===== src/sv/wsrl_pkg.sv =====
// Shared types and constants of the wheel step rate limiter.
package wsrl_pkg;

    // Field and state widths
    localparam int FRAC_BITS  = 4;
    localparam int TIMER_W    = 16;
    localparam int DELTA_W    = 10;
    localparam int STEP_W     = 4;
    localparam int ACC_W      = 8;
    localparam int LIM_W      = 7;
    localparam int SUM_W      = DELTA_W + 1;
    localparam int STEP_MAG_W = 3;
    localparam int STEP_SAT   = 7;
    localparam int ADDR_W     = 5;
    localparam int DATA_W     = 32;

    // Register indexes
    localparam logic [2:0] REG_IDLE_RESET = 3'd0;
    localparam logic [2:0] REG_BAND_ONE   = 3'd1;
    localparam logic [2:0] REG_BAND_TWO   = 3'd2;
    localparam logic [2:0] REG_IV_SLOW    = 3'd3;
    localparam logic [2:0] REG_IV_MID     = 3'd4;
    localparam logic [2:0] REG_IV_FAST    = 3'd5;
    localparam logic [2:0] REG_ACC_LIMIT  = 3'd6;

    // Register reset values
    localparam logic [TIMER_W-1:0] RST_IDLE_RESET = 16'd300;
    localparam logic [TIMER_W-1:0] RST_BAND_ONE   = 16'd300;
    localparam logic [TIMER_W-1:0] RST_BAND_TWO   = 16'd600;
    localparam logic [TIMER_W-1:0] RST_IV_SLOW    = 16'd100;
    localparam logic [TIMER_W-1:0] RST_IV_MID     = 16'd50;
    localparam logic [TIMER_W-1:0] RST_IV_FAST    = 16'd25;
    localparam logic [LIM_W-1:0]   RST_ACC_LIMIT  = 7'd32;

    // Configuration as seen by the back end
    typedef struct packed {
        logic [TIMER_W-1:0] idle_reset;
        logic [TIMER_W-1:0] band_one;
        logic [TIMER_W-1:0] band_two;
        logic [TIMER_W-1:0] iv_slow;
        logic [TIMER_W-1:0] iv_mid;
        logic [TIMER_W-1:0] iv_fast;
        logic [LIM_W-1:0]   acc_limit;
    } t_cfg;

    // Classified item held in the queue
    typedef struct packed {
        logic                      zero;
        logic                      neg;
        logic signed [DELTA_W-1:0] delta;
    } t_item;

    // Divider handshake
    typedef struct packed {
        logic                  done;
        logic [STEP_MAG_W-1:0] quot;
    } t_div_rsp;

endpackage


===== src/sv/wheel_step_rate_limiter_top.sv =====
// Top level of the wheel step rate limiter: register file, front end and back end.
// One result item leaves for every tick item taken. A tick with a zero delta goes
// straight to the output register, one that carries no whole notch or finds the emit
// timer stopped goes there from the prepare state, and any other waits for the step
// limit, a quotient by repeated subtraction that stops at seven. The back end takes
// the next tick once it has loaded a result into the output register. A two-entry
// queue lets the front end take further ticks while the back end works, and the
// output register lets the back end start the next tick while a result waits to be
// taken.
module wheel_step_rate_limiter_top (
    input  logic                                i_clk,
    input  logic                                i_rst_n,
    input  logic                                i_in_valid,
    output logic                                o_in_ready,
    input  logic signed [wsrl_pkg::DELTA_W-1:0] i_wheel_delta,
    output logic                                o_out_valid,
    input  logic                                i_out_ready,
    output logic signed [wsrl_pkg::STEP_W-1:0]  o_cursor_step,
    input  logic                                psel,
    input  logic                                penable,
    input  logic                                pwrite,
    input  logic [wsrl_pkg::ADDR_W-1:0]         paddr,
    input  logic [wsrl_pkg::DATA_W-1:0]         pwdata,
    output logic [wsrl_pkg::DATA_W-1:0]         prdata,
    output logic                                pready
);
    import wsrl_pkg::*;

    t_cfg       r_cfg;
    logic [2:0] reg_idx;
    logic       wr_en;
    logic       pop;
    logic       empty;
    t_item      item;

    assign pready  = 1'b1;
    assign reg_idx = paddr[ADDR_W-1:2];
    assign wr_en   = psel && penable && pwrite && pready;

    // Configuration registers
    always_ff @(posedge i_clk) begin
        if (!i_rst_n) begin
            r_cfg.idle_reset <= RST_IDLE_RESET;
            r_cfg.band_one   <= RST_BAND_ONE;
            r_cfg.band_two   <= RST_BAND_TWO;
            r_cfg.iv_slow    <= RST_IV_SLOW;
            r_cfg.iv_mid     <= RST_IV_MID;
            r_cfg.iv_fast    <= RST_IV_FAST;
            r_cfg.acc_limit  <= RST_ACC_LIMIT;
        end else if (wr_en) begin
            case (reg_idx)
                REG_IDLE_RESET: r_cfg.idle_reset <= pwdata[TIMER_W-1:0];
                REG_BAND_ONE:   r_cfg.band_one   <= pwdata[TIMER_W-1:0];
                REG_BAND_TWO:   r_cfg.band_two   <= pwdata[TIMER_W-1:0];
                REG_IV_SLOW:    r_cfg.iv_slow    <= pwdata[TIMER_W-1:0];
                REG_IV_MID:     r_cfg.iv_mid     <= pwdata[TIMER_W-1:0];
                REG_IV_FAST:    r_cfg.iv_fast    <= pwdata[TIMER_W-1:0];
                REG_ACC_LIMIT:  r_cfg.acc_limit  <= pwdata[LIM_W-1:0];
                default:        ;
            endcase
        end
    end

    // Register read-back
    always_comb begin
        case (reg_idx)
            REG_IDLE_RESET: prdata = DATA_W'(r_cfg.idle_reset);
            REG_BAND_ONE:   prdata = DATA_W'(r_cfg.band_one);
            REG_BAND_TWO:   prdata = DATA_W'(r_cfg.band_two);
            REG_IV_SLOW:    prdata = DATA_W'(r_cfg.iv_slow);
            REG_IV_MID:     prdata = DATA_W'(r_cfg.iv_mid);
            REG_IV_FAST:    prdata = DATA_W'(r_cfg.iv_fast);
            REG_ACC_LIMIT:  prdata = DATA_W'(r_cfg.acc_limit);
            default:        prdata = '0;
        endcase
    end

    wsrl_front u_front (
        .i_clk         (i_clk),
        .i_rst_n       (i_rst_n),
        .i_in_valid    (i_in_valid),
        .o_in_ready    (o_in_ready),
        .i_wheel_delta (i_wheel_delta),
        .i_pop         (pop),
        .o_empty       (empty),
        .o_item        (item)
    );

    wsrl_back u_back (
        .i_clk         (i_clk),
        .i_rst_n       (i_rst_n),
        .i_cfg         (r_cfg),
        .i_empty       (empty),
        .i_item        (item),
        .o_pop         (pop),
        .o_out_valid   (o_out_valid),
        .i_out_ready   (i_out_ready),
        .o_cursor_step (o_cursor_step)
    );

endmodule


===== src/sv/wsrl_front.sv =====
// Front end: accepts ticks, classifies the delta and queues the item.
module wsrl_front (
    input  logic                               i_clk,
    input  logic                               i_rst_n,
    input  logic                               i_in_valid,
    output logic                               o_in_ready,
    input  logic signed [wsrl_pkg::DELTA_W-1:0] i_wheel_delta,
    input  logic                               i_pop,
    output logic                               o_empty,
    output wsrl_pkg::t_item                    o_item
);
    import wsrl_pkg::*;

    t_item       r_q [2];
    logic        r_wr_ptr;
    logic        r_rd_ptr;
    logic [1:0]  r_count;
    logic        push;
    logic        pop;
    t_item       cls;

    // Classify the delta
    always_comb begin
        cls.zero  = (i_wheel_delta == '0);
        cls.neg   = i_wheel_delta[DELTA_W-1];
        cls.delta = i_wheel_delta;
    end

    assign o_in_ready = (r_count != 2'd2);
    assign o_empty    = (r_count == 2'd0);
    assign o_item     = r_q[r_rd_ptr];
    assign push       = i_in_valid && o_in_ready;
    assign pop        = i_pop && !o_empty;

    // Two-entry queue storage
    always_ff @(posedge i_clk) begin
        if (push) begin
            r_q[r_wr_ptr] <= cls;
        end
    end

    // Queue pointers and fill count
    always_ff @(posedge i_clk) begin
        if (!i_rst_n) begin
            r_wr_ptr <= 1'b0;
            r_rd_ptr <= 1'b0;
            r_count  <= 2'd0;
        end else begin
            if (push) r_wr_ptr <= ~r_wr_ptr;
            if (pop)  r_rd_ptr <= ~r_rd_ptr;
            case ({push, pop})
                2'b10:   r_count <= r_count + 2'd1;
                2'b01:   r_count <= r_count - 2'd1;
                default: r_count <= r_count;
            endcase
        end
    end

endmodule


===== src/sv/wsrl_div.sv =====
// Quotient of the emit timer by the interval, one subtraction a cycle, capped.
module wsrl_div (
    input  logic                          i_clk,
    input  logic                          i_rst_n,
    input  logic                          i_start,
    input  logic [wsrl_pkg::TIMER_W-1:0]  i_dividend,
    input  logic [wsrl_pkg::TIMER_W-1:0]  i_divisor,
    output wsrl_pkg::t_div_rsp            o_rsp
);
    import wsrl_pkg::*;

    logic                  r_busy;
    logic [TIMER_W-1:0]    r_rem;
    logic [TIMER_W-1:0]    r_div;
    logic [STEP_MAG_W-1:0] r_quot;
    logic                  can_sub;

    // Stop at the cap or when the remainder falls below the divisor
    assign can_sub = (r_rem >= r_div) && (r_quot != STEP_MAG_W'(STEP_SAT));
    assign o_rsp.done = r_busy && !can_sub;
    assign o_rsp.quot = r_quot;

    always_ff @(posedge i_clk) begin
        if (!i_rst_n) begin
            r_busy <= 1'b0;
        end else if (i_start) begin
            r_busy <= 1'b1;
        end else if (o_rsp.done) begin
            r_busy <= 1'b0;
        end
    end

    always_ff @(posedge i_clk) begin
        if (i_start) begin
            r_rem  <= i_dividend;
            r_div  <= i_divisor;
            r_quot <= '0;
        end else if (r_busy && can_sub) begin
            r_rem  <= r_rem - r_div;
            r_quot <= r_quot + STEP_MAG_W'(1);
        end
    end

endmodule


===== src/sv/wsrl_back.sv =====
// Back end: timers, accumulator, step limiting and the output register.
module wsrl_back (
    input  logic                               i_clk,
    input  logic                               i_rst_n,
    input  wsrl_pkg::t_cfg                     i_cfg,
    input  logic                               i_empty,
    input  wsrl_pkg::t_item                    i_item,
    output logic                               o_pop,
    output logic                               o_out_valid,
    input  logic                               i_out_ready,
    output logic signed [wsrl_pkg::STEP_W-1:0] o_cursor_step
);
    import wsrl_pkg::*;

    typedef enum logic [3:0] {
        S_IDLE = 4'b0001,
        S_PREP = 4'b0010,
        S_DIV  = 4'b0100,
        S_OUT  = 4'b1000
    } t_state;

    t_state                   r_state, n_state;
    logic signed [ACC_W-1:0]  r_acc, n_acc;
    logic [TIMER_W-1:0]       r_idle_t, n_idle_t;
    logic [TIMER_W-1:0]       r_run_t, n_run_t;
    logic [TIMER_W-1:0]       r_emit_t, n_emit_t;
    logic                     r_idle_run, n_idle_run;
    logic                     r_run_run, n_run_run;
    logic                     r_emit_run, n_emit_run;
    logic [STEP_MAG_W-1:0]    r_steps, n_steps;
    logic                     r_neg, n_neg;
    logic signed [STEP_W-1:0] r_res, n_res;
    logic                     r_o_valid, n_o_valid;
    logic signed [STEP_W-1:0] r_o_step, n_o_step;

    logic                     div_start;
    t_div_rsp                 div_rsp;
    logic [TIMER_W-1:0]       iv;
    logic                     apply_en;
    logic [STEP_MAG_W-1:0]    maxs;

    // Saturating timer tick
    function automatic logic [TIMER_W-1:0] tick_up(logic [TIMER_W-1:0] t, logic run);
        logic [TIMER_W-1:0] r;
        r = t;
        if (run && (t != '1)) r = t + TIMER_W'(1);
        return r;
    endfunction

    // Emit interval from the run-time band, zero acts as one
    always_comb begin
        if (r_run_t < i_cfg.band_one)      iv = i_cfg.iv_slow;
        else if (r_run_t < i_cfg.band_two) iv = i_cfg.iv_mid;
        else                               iv = i_cfg.iv_fast;
        if (iv == '0) iv = TIMER_W'(1);
    end

    wsrl_div u_div (
        .i_clk      (i_clk),
        .i_rst_n    (i_rst_n),
        .i_start    (div_start),
        .i_dividend (r_emit_t),
        .i_divisor  (iv),
        .o_rsp      (div_rsp)
    );

    // Sequencer and state update
    always_comb begin
        logic [TIMER_W-1:0]      idle_t;
        logic [TIMER_W-1:0]      run_t;
        logic [TIMER_W-1:0]      emit_t;
        logic signed [ACC_W-1:0] acc_base;
        logic signed [SUM_W-1:0] sum;
        logic signed [SUM_W-1:0] lim;
        logic signed [ACC_W-1:0] clamped;
        logic [ACC_W-1:0]        mag;
        logic [STEP_MAG_W-1:0]   take;
        logic [ACC_W-1:0]        sub;

        n_state    = r_state;
        n_acc      = r_acc;
        n_idle_t   = r_idle_t;
        n_run_t    = r_run_t;
        n_emit_t   = r_emit_t;
        n_idle_run = r_idle_run;
        n_run_run  = r_run_run;
        n_emit_run = r_emit_run;
        n_steps    = r_steps;
        n_neg      = r_neg;
        n_res      = r_res;
        n_o_valid  = r_o_valid && !i_out_ready;
        n_o_step   = r_o_step;
        o_pop      = 1'b0;
        div_start  = 1'b0;
        apply_en   = 1'b0;
        maxs       = '0;

        idle_t   = tick_up(r_idle_t, r_idle_run);
        run_t    = tick_up(r_run_t, r_run_run);
        emit_t   = tick_up(r_emit_t, r_emit_run);
        acc_base = r_acc;
        lim      = SUM_W'(i_cfg.acc_limit);
        sum      = '0;
        clamped  = '0;
        mag      = '0;
        take     = '0;
        sub      = '0;

        case (r_state)
            S_IDLE: begin
                if (!i_empty) begin
                    o_pop    = 1'b1;
                    n_idle_t = idle_t;
                    n_run_t  = run_t;
                    n_emit_t = emit_t;
                    if (i_item.zero) begin
                        // Long idle clears the accumulator and stops the run and emit timers
                        if (idle_t > i_cfg.idle_reset) begin
                            n_acc      = '0;
                            n_run_t    = '0;
                            n_run_run  = 1'b0;
                            n_emit_t   = '0;
                            n_emit_run = 1'b0;
                        end
                        n_res   = '0;
                        n_state = S_OUT;
                    end else begin
                        n_idle_t   = '0;
                        n_idle_run = 1'b1;
                        if (!r_run_run) begin
                            n_run_t   = '0;
                            n_run_run = 1'b1;
                        end
                        // Direction reversal
                        if ((r_acc != '0) && (r_acc[ACC_W-1] != i_item.neg)) begin
                            acc_base  = '0;
                            n_run_t   = '0;
                            n_run_run = 1'b1;
                        end
                        sum = SUM_W'(acc_base) + SUM_W'(i_item.delta);
                        if (sum > lim)       clamped = ACC_W'(lim);
                        else if (sum < -lim) clamped = ACC_W'(-lim);
                        else                 clamped = ACC_W'(sum);
                        mag     = clamped[ACC_W-1] ? ACC_W'(-clamped) : ACC_W'(clamped);
                        n_acc   = clamped;
                        n_neg   = clamped[ACC_W-1];
                        n_steps = STEP_MAG_W'(mag >> FRAC_BITS);
                        n_state = S_PREP;
                    end
                end
            end
            S_PREP: begin
                if (r_steps == '0) begin
                    n_res   = '0;
                    n_state = S_OUT;
                end else if (!r_emit_run) begin
                    apply_en = 1'b1;
                    maxs     = STEP_MAG_W'(1);
                end else begin
                    div_start = 1'b1;
                    n_state   = S_DIV;
                end
            end
            S_DIV: begin
                if (div_rsp.done) begin
                    apply_en = 1'b1;
                    maxs     = div_rsp.quot;
                end
            end
            S_OUT: begin
                if (!r_o_valid || i_out_ready) begin
                    n_o_valid = 1'b1;
                    n_o_step  = r_res;
                    n_state   = S_IDLE;
                end
            end
            default: n_state = S_IDLE;
        endcase

        // Limit the steps, emit them and take them off the accumulator
        if (apply_en) begin
            n_state = S_OUT;
            if (maxs == '0) begin
                n_res = '0;
            end else begin
                take       = (r_steps > maxs) ? maxs : r_steps;
                sub        = ACC_W'(take) << FRAC_BITS;
                n_acc      = r_neg ? (r_acc + $signed(sub)) : (r_acc - $signed(sub));
                n_emit_t   = '0;
                n_emit_run = 1'b1;
                n_res      = r_neg ? -$signed({1'b0, take}) : $signed({1'b0, take});
            end
        end
    end

    always_ff @(posedge i_clk) begin
        if (!i_rst_n) begin
            r_state    <= S_IDLE;
            r_acc      <= '0;
            r_idle_t   <= '0;
            r_run_t    <= '0;
            r_emit_t   <= '0;
            r_idle_run <= 1'b0;
            r_run_run  <= 1'b0;
            r_emit_run <= 1'b0;
            r_o_valid  <= 1'b0;
        end else begin
            r_state    <= n_state;
            r_acc      <= n_acc;
            r_idle_t   <= n_idle_t;
            r_run_t    <= n_run_t;
            r_emit_t   <= n_emit_t;
            r_idle_run <= n_idle_run;
            r_run_run  <= n_run_run;
            r_emit_run <= n_emit_run;
            r_o_valid  <= n_o_valid;
        end
    end

    // Payload registers
    always_ff @(posedge i_clk) begin
        r_steps  <= n_steps;
        r_neg    <= n_neg;
        r_res    <= n_res;
        r_o_step <= n_o_step;
    end

    assign o_out_valid   = r_o_valid;
    assign o_cursor_step = r_o_step;

endmodule


===== config.mk =====
export PLATFORM = sky130hd
export DESIGN_NAME = wheel_step_rate_limiter_top
export DESIGN_NICKNAME = d
export VERILOG_FILES = /design/src/sv/wsrl_pkg.sv /design/src/sv/wheel_step_rate_limiter_top.sv /design/src/sv/wsrl_front.sv /design/src/sv/wsrl_div.sv /design/src/sv/wsrl_back.sv
export SDC_FILE = /design/constraint.sdc
export NUM_CORES = 1
export LEC_CHECK = 0
export BUFFER_PORTS_ARGS = -buffer_cell sky130_fd_sc_hd__buf_2
export CAP_MARGIN = 30
export CORE_MARGIN = 2
export CORE_UTILIZATION = 28
export DETAILED_ROUTE_END_ITERATION = 10
export GPL_ROUTABILITY_DRIVEN = 0
export SLEW_MARGIN = 0
export SYNTH_ARGS = -nofsm -noshare
export SYNTH_HDL_FRONTEND = slang
export SYNTH_SLANG_ARGS = --single-unit

===== constraint.sdc =====
create_clock -name i_clk -period 7.74 [get_ports i_clk]
set_input_delay 0.774 -clock i_clk [delete_from_list [all_inputs] [get_ports i_clk]]
set_output_delay 0.774 -clock i_clk [all_outputs]
set_load 0.03 [all_outputs]

==> results.json <==
{
  "cp_max_fo": 12,
  "avgRoutedWirePerCell_um": 16.3,
  "drive_gt1_share_pct": 8.85,
  "clock_skew_ns": 0.0141,
  "ant_nets": 0,
  "synth_top_area_share_pct": 24.7,
  "cap_violations": 0,
  "grt_overflow": 0,
  "fmax_mhz": 172,
  "synth-seq-area-share_pct": 38.6,
  "vias_per_cell": 5.04,
  "synth_seq_cells": 242,
  "ctsHoldBuffers": 0,
  "slew_headroom_pct": 34.5,
  "num_rows": 82,
  "cts_sinks": 242,
  "worst_ep_arrival_time_ns": 6.11,
  "fp.coreArea_mm2": 0.0503,
  "grt_pass1_wl_um": 63000,
  "synth-main-ff-cell": "dfxtp_1",
  "route.detailed.drc": 0,
  "period_share_pct": 75.3,
  "yosysTopAreaCell": "dfxtp_1",
  "yosysWarnings": 0,
  "synthToLayoutAreaGrowth_pct": 12.3,
  "clockBufferDepth": 3,
  "antenna_found_initial": 5,
  "synth_async_sr_flop_share_pct": 0,
  "first_pass_iters": 6,
  "post-route-util_pct": 31.9,
  "cts_resized": 0,
  "clk_pin_slew_worst_paths_ns": 0.06,
  "die_w_um": 230,
  "dp_hpwl_um": 28900,
  "grt_use_total_pct": 14.6,
  "synth.distinct_cells": 70,
  "netlist_area_mm2": 0.0143,
  "drt-initial-drc-count": 933,
  "drv_slew": 0,
  "synth_edf_count": 66,
  "hold_class": "reg2reg",
  "hold_slack_ns": 0.421,
  "port_buffers": 57,
  "finalSetupTns_ns": 0,
  "synthesis.instances": 1684,
  "vias": 12100,
  "nets": 1869,
  "grt_max_degree": 75,
  "start_util_pct": 28.4,
  "worst-slew-pin-transition_ns": 0.980,
  "critPathLaunchType": "flip-flop",
  "cts_setup_buffers": 0,
  "root_buffer": "clkbuf_16",
  "syn_area_per_cell_um2": 8.48,
  "ioPinCount": 93,
  "timing_worst_setup_path_type": "reg2reg",
  "cts_made_buffers": 26,
  "fp.dieH_um": 230,
  "nFillCells": 5242,
  "endpoint_kind": "flip-flop",
  "grt_pass1_vias": 11700,
  "yosys-top-cells-area": "dfxtp_1 25%, edfxtp_1 14%, ha_1 8.9%, nand2_1 7.0%, a21oi_1 5.4%",
  "setup_viol": 0,
  "drt_wl_total_um": 39200,
  "p_leak_nw": 6.34,
  "cts_tree": "yes",
  "rsz0062_at_grt": "false",
  "powerDensity_mw_per_mm2": 237,
  "clkLatencyLatePin_ns": 0.55,
  "outcome": "completed",
  "die_area_mm2": 0.0528,
  "hold_viol_final": 0,
  "cp.required_ns": 8.02,
  "period_needed_ns": 5.83,
  "cts.htree.levels": 1,
  "peakVddDrop_mv": 0.136
}
==> cell type report <==
type / count / area, um2 / share of cell area, %
Multi-Input combinational cell: 1265 / 8040 / 50.2
Sequential cell: 242 / 5510 / 34.4
Tap cell: 672 / 841 / 5.25
Clock buffer: 39 / 761 / 4.75
Timing Repair Buffer: 71 / 410 / 2.56
Inverter: 104 / 392 / 2.44
Clock inverter: 8 / 71.3 / 0.445
Antenna cell: 1 / 2.50 / 0.0156
==> power by group <==
group	internal, mW	leakage [nW]	switching [mW]
registers	1.39	2.01	0.0711
clock network	0.712	0.408	0.529
logic	0.415	3.92	0.681
total	2.51	6.34	1.28
==> flip-flops by register name, indices dropped and copies added, names as in the netlist, 8 cells and up, named ones only <==
| signal | count |
|---|---|
| r_cfg | 103 |
| u_back.u_div.r_rem | 16 |
| u_back.r_run_t | 16 |
| u_back.r_emit_t | 16 |
| u_back.r_acc | 8 |
| u_front.r_q | 22 |
| u_back.u_div.r_div | 16 |
| u_back.r_idle_t | 16 |
==> through the flow <==
step / setup slack, ns / cell area, um2 / power (mW) / instances
floorplan: 2.87 / 14300 / 2.29 / 1699
global placement: 2.14 / 15200 / 2.53 / 2352
detailed placement: 1.99 / 15200 / 2.57 / 2354
CTS: 1.97 / 16000 / 3.81 / 2401
global route: 1.38 / 16000 / 4.00 / 2402
finish: 1.91 / 16000 / 3.79 / 2402
==> Yosys cell counts, drive strengths merged (3+ instances only) <==
master,count
a211o,4
a211oi,13
a21o,24
a21oi,154
a221oi,5
a22oi,23
a31oi,9
a32oi,3
a41oi,3
and2,18
and3,12
and4,15
buf,24
clkbuf,64
dfxtp,176
edfxtp,66
fa,3
ha,102
inv,103
mux2,32
mux2i,46
nand2,269
nand2b,10
nand3,38
nand4,18
nor2,161
nor2b,15
nor3,20
nor3b,3
nor4,9
o2111ai,3
o211a,4
o211ai,19
o21a,16
o21ai,59
o221ai,7
o22ai,7
o31a,5
o31ai,9
or3,11
or4,3
xnor2,40
xor2,36
==> cell families (layout without fill, tap and decap cells) <==
family / count (synthesis) / count (layout) / share of synthesized area (%)
AO/OA/AOI/OAI: 377 / 377 / 16.5
other: 2 / 18 / 0.0526
buffers and inverters: 192 / 222 / 5.57
adder cells (fa/ha/maj): 105 / 105 / 9.36
XOR/XNOR: 76 / 76 / 4.66
flip-flops: 242 / 242 / 38.6
multiplexers: 80 / 80 / 6.09
AND/OR/NAND/NOR: 610 / 610 / 19.2
==> metal layers <==
metal  share of wire [%]  GRT usage [%]  vias to the layer above
li1                    -              -                     5941
met1                  44           18.8                     5757
met2                  48           25.0                      337
met3                 5.7           2.11                       67
met4                 2.8           4.90                        6
met5                0.10              0                        -
==> worst max-delay path: stages, from the launching register on <==
cell	delay, ns
dfxtp_1	0.68
mux2i_1	0.42
a211oi_1	0.09
a21oi_1	0.40
and2_1	0.20
ha_1	0.20
inv_1	0.07
fa_1	0.40
nor2b_1	0.17
o31a_1	0.19
o221a_1	0.22
o21ai_0	0.13
a22oi_1	0.39
inv_1	0.12
ha_1	0.22
inv_1	0.07
and4_1	0.17
o221ai_1	0.17
nand2_1	0.37
mux2i_1	0.46
o211ai_1	0.16
o21ai_1	0.17
xor2_1	0.09
==> cells in the final DEF, fill, tap and decap left out, types with 16 or more instances in the layout <==
cell	netlist	layout
nand4_1	18	18
xor2_1	36	36
ha_1	102	102
nand2_1	268	268
clkbuf_16	0	27
conb_1	2	17
o21a_1	16	16
dfxtp_1	176	176
o211ai_1	19	19
nor3_1	20	18
mux2i_1	46	46
a21oi_1	154	154
mux2_2	31	31
o21ai_0	52	52
edfxtp_1	66	66
xnor2_1	40	40
inv_1	103	102
nor2_1	161	161
a21o_1	24	24
a22oi_1	23	23
and2_1	17	17
nand3_1	38	38
buf_2	2	57
==> path summary, 6_finish.rpt <==
path | startpoint | end | slack [ns] | cells after the start
max reg2reg | flip-flop | u_back.r_steps[2] | 1.91 | 22
max | flip-flop | u_back.r_steps[2] | 1.91 | 22
min reg2reg | u_back.r_res[0] | u_back.o_cursor_step[0] | 0.42 | 0
min | u_back.r_res[0] | u_back.o_cursor_step[0] | 0.42 | 0
Power figures use the tool's default switching activity.
